`config.mk`:
```
export PLATFORM = sky130hd
export DESIGN_NAME = mpi_stamp_store
export DESIGN_NICKNAME = d
export VERILOG_FILES = /design/src/rtl/mpi_pkg.sv /design/src/rtl/mpi_stamp_store.sv
export SDC_FILE = /design/constraint.sdc
export NUM_CORES = 1
export LEC_CHECK = 0
export BUFFER_PORTS_ARGS = -buffer_cell sky130_fd_sc_hd__buf_4
export CORE_ASPECT_RATIO = 1.25
export CORE_MARGIN = 2
export CORE_UTILIZATION = 50
export CTS_CLUSTER_SIZE = 40
export DETAILED_ROUTE_END_ITERATION = 10
export PLACE_DENSITY = 0.66
export SYNTH_ARGS = -nofsm -noshare
export SYNTH_HDL_FRONTEND = slang
export SYNTH_SLANG_ARGS = --single-unit
```
`constraint.sdc`:
```
create_clock -name clk -period 19.18 [get_ports clk]
set_input_delay 1.918 -clock clk [delete_from_list [all_inputs] [get_ports clk]]
set_output_delay 1.918 -clock clk [all_outputs]
set_load 0.01 [all_outputs]
```
`src/rtl/mpi_pkg.sv`:
```
// ----------------------------------------------------------------------------
// mpi_pkg: shared types and constants for the missing pulse injector
// Field widths, packet kind codes, register indexes and reset values.
// ----------------------------------------------------------------------------
package mpi_pkg;

    localparam int DEF_QUEUE_DEPTH = 16;

    localparam int KIND_W     = 2;
    localparam int SEC_W      = 32;
    localparam int NANO_W     = 32;
    localparam int STAMP_W    = SEC_W + NANO_W;
    localparam int HANDLE_W   = 16;
    localparam int LIMIT_W    = 5;
    localparam int SKIP_W     = 8;
    localparam int CFG_IDX_W  = 2;
    localparam int CFG_DATA_W = 8;

    typedef enum logic [KIND_W-1:0] {
        KIND_OTHER  = 2'd0,
        KIND_TIMING = 2'd1,
        KIND_DATA   = 2'd2
    } pkt_kind_t;

    typedef enum logic [CFG_IDX_W-1:0] {
        CFG_ENABLE = 2'd0,
        CFG_LIMIT  = 2'd1,
        CFG_SKIP   = 2'd2
    } cfg_index_t;

    localparam logic              ENABLE_RESET = 1'b0;
    localparam logic [LIMIT_W-1:0] LIMIT_RESET = 5'd10;
    localparam logic [SKIP_W-1:0]  SKIP_RESET  = 8'd0;

endpackage

```
`src/rtl/mpi_stamp_store.sv`:
```
// ----------------------------------------------------------------------------
// mpi_stamp_store: timestamp queue storage
// Single write port, single read port with registered read data.
// ----------------------------------------------------------------------------
module mpi_stamp_store
    import mpi_pkg::*;
#(
    parameter int QUEUE_DEPTH = DEF_QUEUE_DEPTH
) (
    input  logic                           clk,
    input  logic                           rd_en,
    input  logic [$clog2(QUEUE_DEPTH)-1:0] rd_addr,
    output logic [STAMP_W-1:0]             rd_data,
    input  logic                           wr_en,
    input  logic [$clog2(QUEUE_DEPTH)-1:0] wr_addr,
    input  logic [STAMP_W-1:0]             wr_data
);

    logic [STAMP_W-1:0] mem [QUEUE_DEPTH];
    logic [STAMP_W-1:0] rd_data_reg;

    always_ff @(posedge clk)
    begin
        if (wr_en)
        begin
            mem[wr_addr] <= wr_data;
        end
    end

    always_ff @(posedge clk)
    begin
        if (rd_en)
        begin
            rd_data_reg <= mem[rd_addr];
        end
    end

    assign rd_data = rd_data_reg;

endmodule

```
# Word-level counts from Yosys, hierarchy flattened
# Memory sizes are Yosys's and may differ from the RTL's. A register that Yosys moved wholly into a read port is not among the register bits.
# Cells that the tools add are included.
[totals] input_bits=75 regBits=0 n_memories=1 output_inout_bits=64 word_cells=3 ramBits=1024
[op_classes] muxes=2
[memory_table] name="mem" words=16 width=64 rd=1 rd_clocked_by_memory_dff=1 write_ports=1 line="mpi_stamp_store.sv:19" rtl="logic [STAMP_W-1:0] mem [QUEUE_DEPTH];"
[op_table] op="$mux W1" count=2

# Logic depth before layout (Yosys ltp)
# Gate-level depths: netlist of run 1.
[depth] word_depth=2 mapped_depth=6 ltp_nobuf=3

# Worst setup path after synthesis of run 1
# No wires, ideal clock.
[synth_path] path_type="input -> register" startpoint="input wr_addr[2]" endpoint="memory mem[0][0] in the netlist's numbering, enable pin" path_buffers=0 setup_ns=0.565 cell_stages=2 required_ns=18.615 t_arrival_ns=6.781 path_slack_ns=11.833 path_cell_list="or3b_2 nor3_1"
[synth_lines] item="start, declared" line="mpi_stamp_store.sv:15" rtl="input logic [$clog2(QUEUE_DEPTH)-1:0] wr_addr,"
[synth_lines] item="end, declared" line="mpi_stamp_store.sv:19"
# No word-level cell before the write port.

==> results of run 1 <==
## worst reg2reg max path, delay by kind of cell, from the launching register on
family	cells	cell delay, ns
DFF	1	0.38
muxes	1	0.47
AOI/OAI and AO/OA	1	0.26
and+or+nand+nor	1	0.16
## layer usage
| layer | global-route usage | wire length (um) | part of all wire | up-vias |
|---|---|---|---|---|
| met5 | 0 | 45 | 0.00052 | - |
| met4 | 0.0536 | 1620 | 0.019 | 6 |
| met3 | 0.0364 | 5770 | 0.067 | 119 |
| met2 | 0.351 | 43300 | 0.50 | 653 |
| met1 | 0.296 | 35800 | 0.41 | 9766 |
| li1 | - | - | - | 7483 |
## cell usage in the layout, fill, tap and decap left out, types with 2 or more instances in the layout
| cell type | instances |
|---|---|
| a22oi_1 | 128 |
| buf_4 | 172 |
| buf_8 | 2 |
| bufinv_16 | 12 |
| clkbuf_1 | 25 |
| clkbuf_16 | 100 |
| clkinv_1 | 22 |
| clkinv_2 | 13 |
| clkinv_8 | 3 |
| clkinvlp_4 | 5 |
| edfxtp_1 | 1088 |
| inv_16 | 2 |
| inv_6 | 4 |
| mux4_2 | 256 |
| nand2_1 | 65 |
| nand2b_1 | 2 |
| nand3b_1 | 2 |
| nor2_4 | 13 |
| nor2b_4 | 2 |
| nor3_2 | 4 |
## logic make-up (layout without fill, tap and decap cells)
family | Yosys count | after routing
AO/OA/AOI/OAI | 128 | 128
buffers and inverters | 84 | 360
flip-flops | 1088 | 1088
multiplexers | 256 | 256
AND/OR/NAND/NOR | 91 | 91
## worst max path at each step
stage                          start     endpoint  cells after the start
final                     rd_addr[0]  rd_data[22]                      6
after global routing      rd_addr[0]  rd_data[17]                      6
after CTS                 rd_addr[0]  rd_data[22]                      6
after detailed placement  rd_addr[0]  rd_data[22]                      6
after global placement    rd_addr[0]  rd_data[25]                      6
after floorplan           wr_addr[2]    mem[0][0]                      2
## area by class of cell
| type | count | area, um2 | area share |
|---|---|---|---|
| sequential | 1088 | 32700 | 0.713 |
| clock inverter | 61 | 669 | 0.0146 |
| tap | 1062 | 1330 | 0.0290 |
| multi-input combinational | 475 | 7230 | 0.158 |
| clock buffer | 125 | 2600 | 0.0567 |
| timing repair buffer | 174 | 1320 | 0.0288 |
## report_power, final
part | internal, mW | total (mW) | switching, mW
Sequential | 2.68 | 2.70 | 0.0169
Clock | 1.13 | 1.98 | 0.853
Combinational | 0.0985 | 0.232 | 0.134
## stage by stage
stage / instance area [um2] / total power [mW]
after floorplan: 40200 / 2.87
after global placement: 42600 / 2.97
after detailed placement: 42600 / 2.98
after CTS: 45800 / 4.95
after global routing: 45800 / 5.05
final: 45800 / 4.91
==> flow_summary.toml, run 1 <==
[clocking]
cts_hold_buffers = 0
post_cts_buffers = 0
h-tree-depth = 3
ctsLongestPathBuffers = 3
cts-root-buf = "clkbuf_16"
clock_latency_ns = 0.67
clock_sinks = 1088
cts_buffers = 100
cts-resized-gates = 0
cts.reportedPaths.clkPinSlew_ns = 0.06
cts_tree = "done"

[logic_synthesis]
synth_top_family_by_area = "multiplexers"
synth.top_cells.by_count = "edfxtp_1, mux4_2, a22oi_1, nand2_1, clkbuf_1"
synth.avg_cell_area_um2 = 24.4
syn_nets = 1722
yosys.area.top_type_share = 0.812
syn_area_um2 = 40200
syn_inst = 1647
synth-simple-area-share = 0.00927
yosysWarnings = 0
synth_edf_count = 1088
ys.flop_type = "edfxtp_1"
synth_cell_types = 17
synth_mux_area_frac = 0.143
synth_seq_cells = 1088
synth_xor_xnor_area_share = 0
synth-seq-area-share = 0.812
synth_top_area_cell = "edfxtp_1"
synth_fa_ha_area_frac = 0
synth.top_cells.by_area = "edfxtp_1, mux4_2, a22oi_1"
synth_compound_area_frac = 0.0239
synthArstFlopShare = 0
synth.most_common_cell = "edfxtp_1"

[die]
die_h_um = 321
placement_rows = 116
die_x_um = 258
io_pins = 139
coreArea_um2 = 79800
start_util = 0.504
dieArea_um2 = 82700

[setup_path]
start_kind = "input pin"
crit_required_ns = 19.59
max_stage_delay_ns = 0.87
cp_top_family = "buffers and inverters"
rrSetupSlack_ns = 17.65
cp.arrival_ns = 5.28
timing.rr.start = "mem[0][48]"
reg2reg_depth = 3
crit_chain = "buf_8, buf_4, buf_4, mux4_2, a22oi_1, nand2_1"
path_max_fanout = 83
worst_setup_path_end_kind = "register"
path_buf_inv = 3
worstSetupPathType = "in -> reg"
slowest_stage = "buf_4"
cpMostUsedCell = "buf_4"
rr_endpoint = "rd_data[48]"

[min_path]
min_to = "rd_data[52]"
hold_depth = 3
hold_class = "reg -> reg"
min_from = "mem[15][52]"

[cells_and_area]
fin_nets = 1914
drive_gt1_frac = 0.307
largest_reg_flops = 1024
area_growth_pct = 13.9
fillers = 5720
final_util = 0.574
finalNonFillerCells = 2985
diodes = 0

[timing]
min_period_over_period = 0.254
hold_violations = 0
report.final.slew_viol_count = 0
hold_ws_ns = 0.743
fin_worst_skew_ns = 0.0232
rsz0062_at_grt = "no"
worst_slack_ns = 14.30
slew_headroom = 0.273
fin_setup_tns_ns = 0
worst_pin_slew_ns = 1.09
setup_violations = 0
fmax_mhz = 205
final.min_clock_period_ns = 4.88

[run_status]
status = "finished, final reports clean"

[placement]
place_inst = 2799
place_ws_ns = 13.47
globalplace.congestion = 0.715
place_hpwl_um = 41500
numPortBuffers = 138

[drt]
drc = 0
post_drt_wl_per_cell_um = 29.0
ant_nets = 0
via_per_inst = 6.04
vias = 18000
wirelength_um = 86500
drt_iter0_drc = 1910
firstDrtPassIters = 5

[power]
irDropWorstVdd_v = 0.0000610
leakagePower_nw = 14.5
power.density_nw_per_um2 = 107

[run]
maxCapViolCount = 0

[global_routing]
grt_pass1_vias = 19000
grt_overflow_total = 0
grt_max_degree = 84
grt_usage = 0.212
grt_pass1_wl_um = 126000
antenna_found_initial = 3
No activity file was read; power rests on OpenSTA's default activity.
==> run 2: changes to the inputs <==
Settings changed: PLACE_DENSITY 0.66 to 0.69.
Clock period 19.18 ns to 4.3 ns, I/O delays scaled along.
==> run 2 against run 1 <==
Effect of this change:
- wire length up 0.22%
- hold slack got worse by 0.69 ns
- critical path depth down 2
- non-clock buffer count is 18 higher
- critical endpoint is now mem[12][53]
- highest routed layer unchanged
==> flow_summary.toml, run 2 (synthesis results as in run 1) <==
[run_status]
status = "finished, final reports clean"

[die]
start_util = 0.504
placement_rows = 116
coreArea_um2 = 79800
io_pins = 139
dieArea_um2 = 82700
die_h_um = 321
die_x_um = 258

[timing]
slew_headroom = 0.101
hold_violations = 0
worst_pin_slew_ns = 1.34
setup_violations = 0
min_period_over_period = 0.485
worst_slack_ns = 2.21
fin_worst_skew_ns = 0.0271
rsz0062_at_grt = "no"
fmax_mhz = 479
fin_setup_tns_ns = 0
report.final.slew_viol_count = 0
final.min_clock_period_ns = 2.09

[clocking]
cts-root-buf = "clkbuf_16"
ctsLongestPathBuffers = 3
clock_latency_ns = 0.66
h-tree-depth = 3
cts.reportedPaths.clkPinSlew_ns = 0.07
cts_hold_buffers = 0
clock_sinks = 1088
post_cts_buffers = 0
cts_buffers = 95
cts-resized-gates = 0
cts_tree = "done"

[global_routing]
grt_overflow_total = 0
grt_max_degree = 74
antenna_found_initial = 9
grt_pass1_wl_um = 127000
grt_usage = 0.213
grt_pass1_vias = 19200

[setup_path]
worst_setup_path_end_kind = "register"
timing.rr.start = "mem[11][36]"
crit_required_ns = 4.64
rrSetupSlack_ns = 2.70
worstSetupPathType = "in -> reg"
path_max_fanout = 14
cp.arrival_ns = 2.43
start_kind = "input pin"
reg2reg_depth = 3
rr_endpoint = "rd_data[36]"

[cells_and_area]
finalNonFillerCells = 2991
area_growth_pct = 14.6
mostFrequentLayoutCells = "edfxtp_1, mux4_2, buf_4, a22oi_1, clkbuf_16"
fillers = 5647
layout_commonest_cell = "edfxtp_1"
drive_gt1_frac = 0.314
largest_reg_flops = 1024
fin_nets = 1927

[min_path]
min_to = "mem[14][49]"
hold_class = "in -> reg"
min_from = "wr_data[49]"
hold_depth = 1

[placement]
numPortBuffers = 138
place_hpwl_um = 44500
place_inst = 2817
place_ws_ns = 1.50
globalplace.congestion = 0.723

[power]
leakagePower_nw = 14.6
power.density_nw_per_um2 = 466
irDropWorstVdd_v = 0.000313

[drt]
wirelength_um = 86700
via_per_inst = 6.13
ant_nets = 0
firstDrtPassIters = 5
drt_iter0_drc = 1788
vias = 18300
drc = 0
post_drt_wl_per_cell_um = 29.0

[run]
maxCapViolCount = 0
-- run 2: cell count changes in the layout (fill, tap and decap cells not counted), sizes merged --
cell	change
clkinvlp	+3
clkinv	+7
buf	+18
clkbuf	-18
diode	+2
bufinv	-3
inv	-3
-- run 2: how the worst max path moves through the flow --
stage / startpoint / end / slack [ns] / cells past startpoint
3_5_place_dp: wr_en / mem[12][53] / 1.50 / 4
5_1_grt: wr_addr[3] / mem[12][53] / 2.14 / 4
2_1_floorplan: wr_addr[2] / mem[1][0] / 0.18 / 2
6_report: wr_en / mem[12][53] / 2.21 / 4
3_3_place_gp: wr_addr[2] / mem[2][60] / 1.57 / 4
4_1_cts: wr_en / mem[12][53] / 2.22 / 4
-- run 2: layer usage --
layer	GRT usage	share of wire	up-vias
met3	0.0404	0.073	145
met5	0	0.0012	-
met1	0.296	0.40	9907
met2	0.346	0.51	762
met4	0.0626	0.023	14
li1	-	-	7517
-- run 2: layout make-up --
type                       count  area, um2  share of cell area
timing repair buffer         192       1740              0.0379
multi-input combinational    475       7260               0.158
sequential                  1088      32700               0.709
clock inverter                65        604              0.0131
antenna                        2       5.00            0.000109
clock buffer                 107       2460              0.0535
tap                         1062       1330              0.0288
-- run 2: stage by stage --
stage / cell area, um2 / utilization / total power, mW / hold slack (ns)
6_report: 46100 / 0.577 / 21.5 / 0.0557
3_3_place_gp: 43000 / 0.539 / 13.3 / 0.716
4_1_cts: 46100 / 0.577 / 21.7 / 0.0261
2_1_floorplan: 40200 / - / 12.8 / 0.529
3_5_place_dp: 43000 / 0.539 / 13.3 / 0.730
5_1_grt: 46100 / 0.577 / 22.1 / 0.0588
-- run 2: power by group --
| part | leakage, nW | switching (mW) | internal [mW] |
|---|---|---|---|
| combinational | 3.24 | 0.616 | 0.460 |
| sequential | 9.89 | 0.0779 | 11.9 |
| clock | 1.48 | 3.71 | 4.68 |
| total | 14.6 | 4.40 | 17.1 |
-- run 2: critical path: stages --
cell	delay (ns)
buf_4	0.09
nand3_1	0.33
nor3_4	1.14
buf_4	0.40
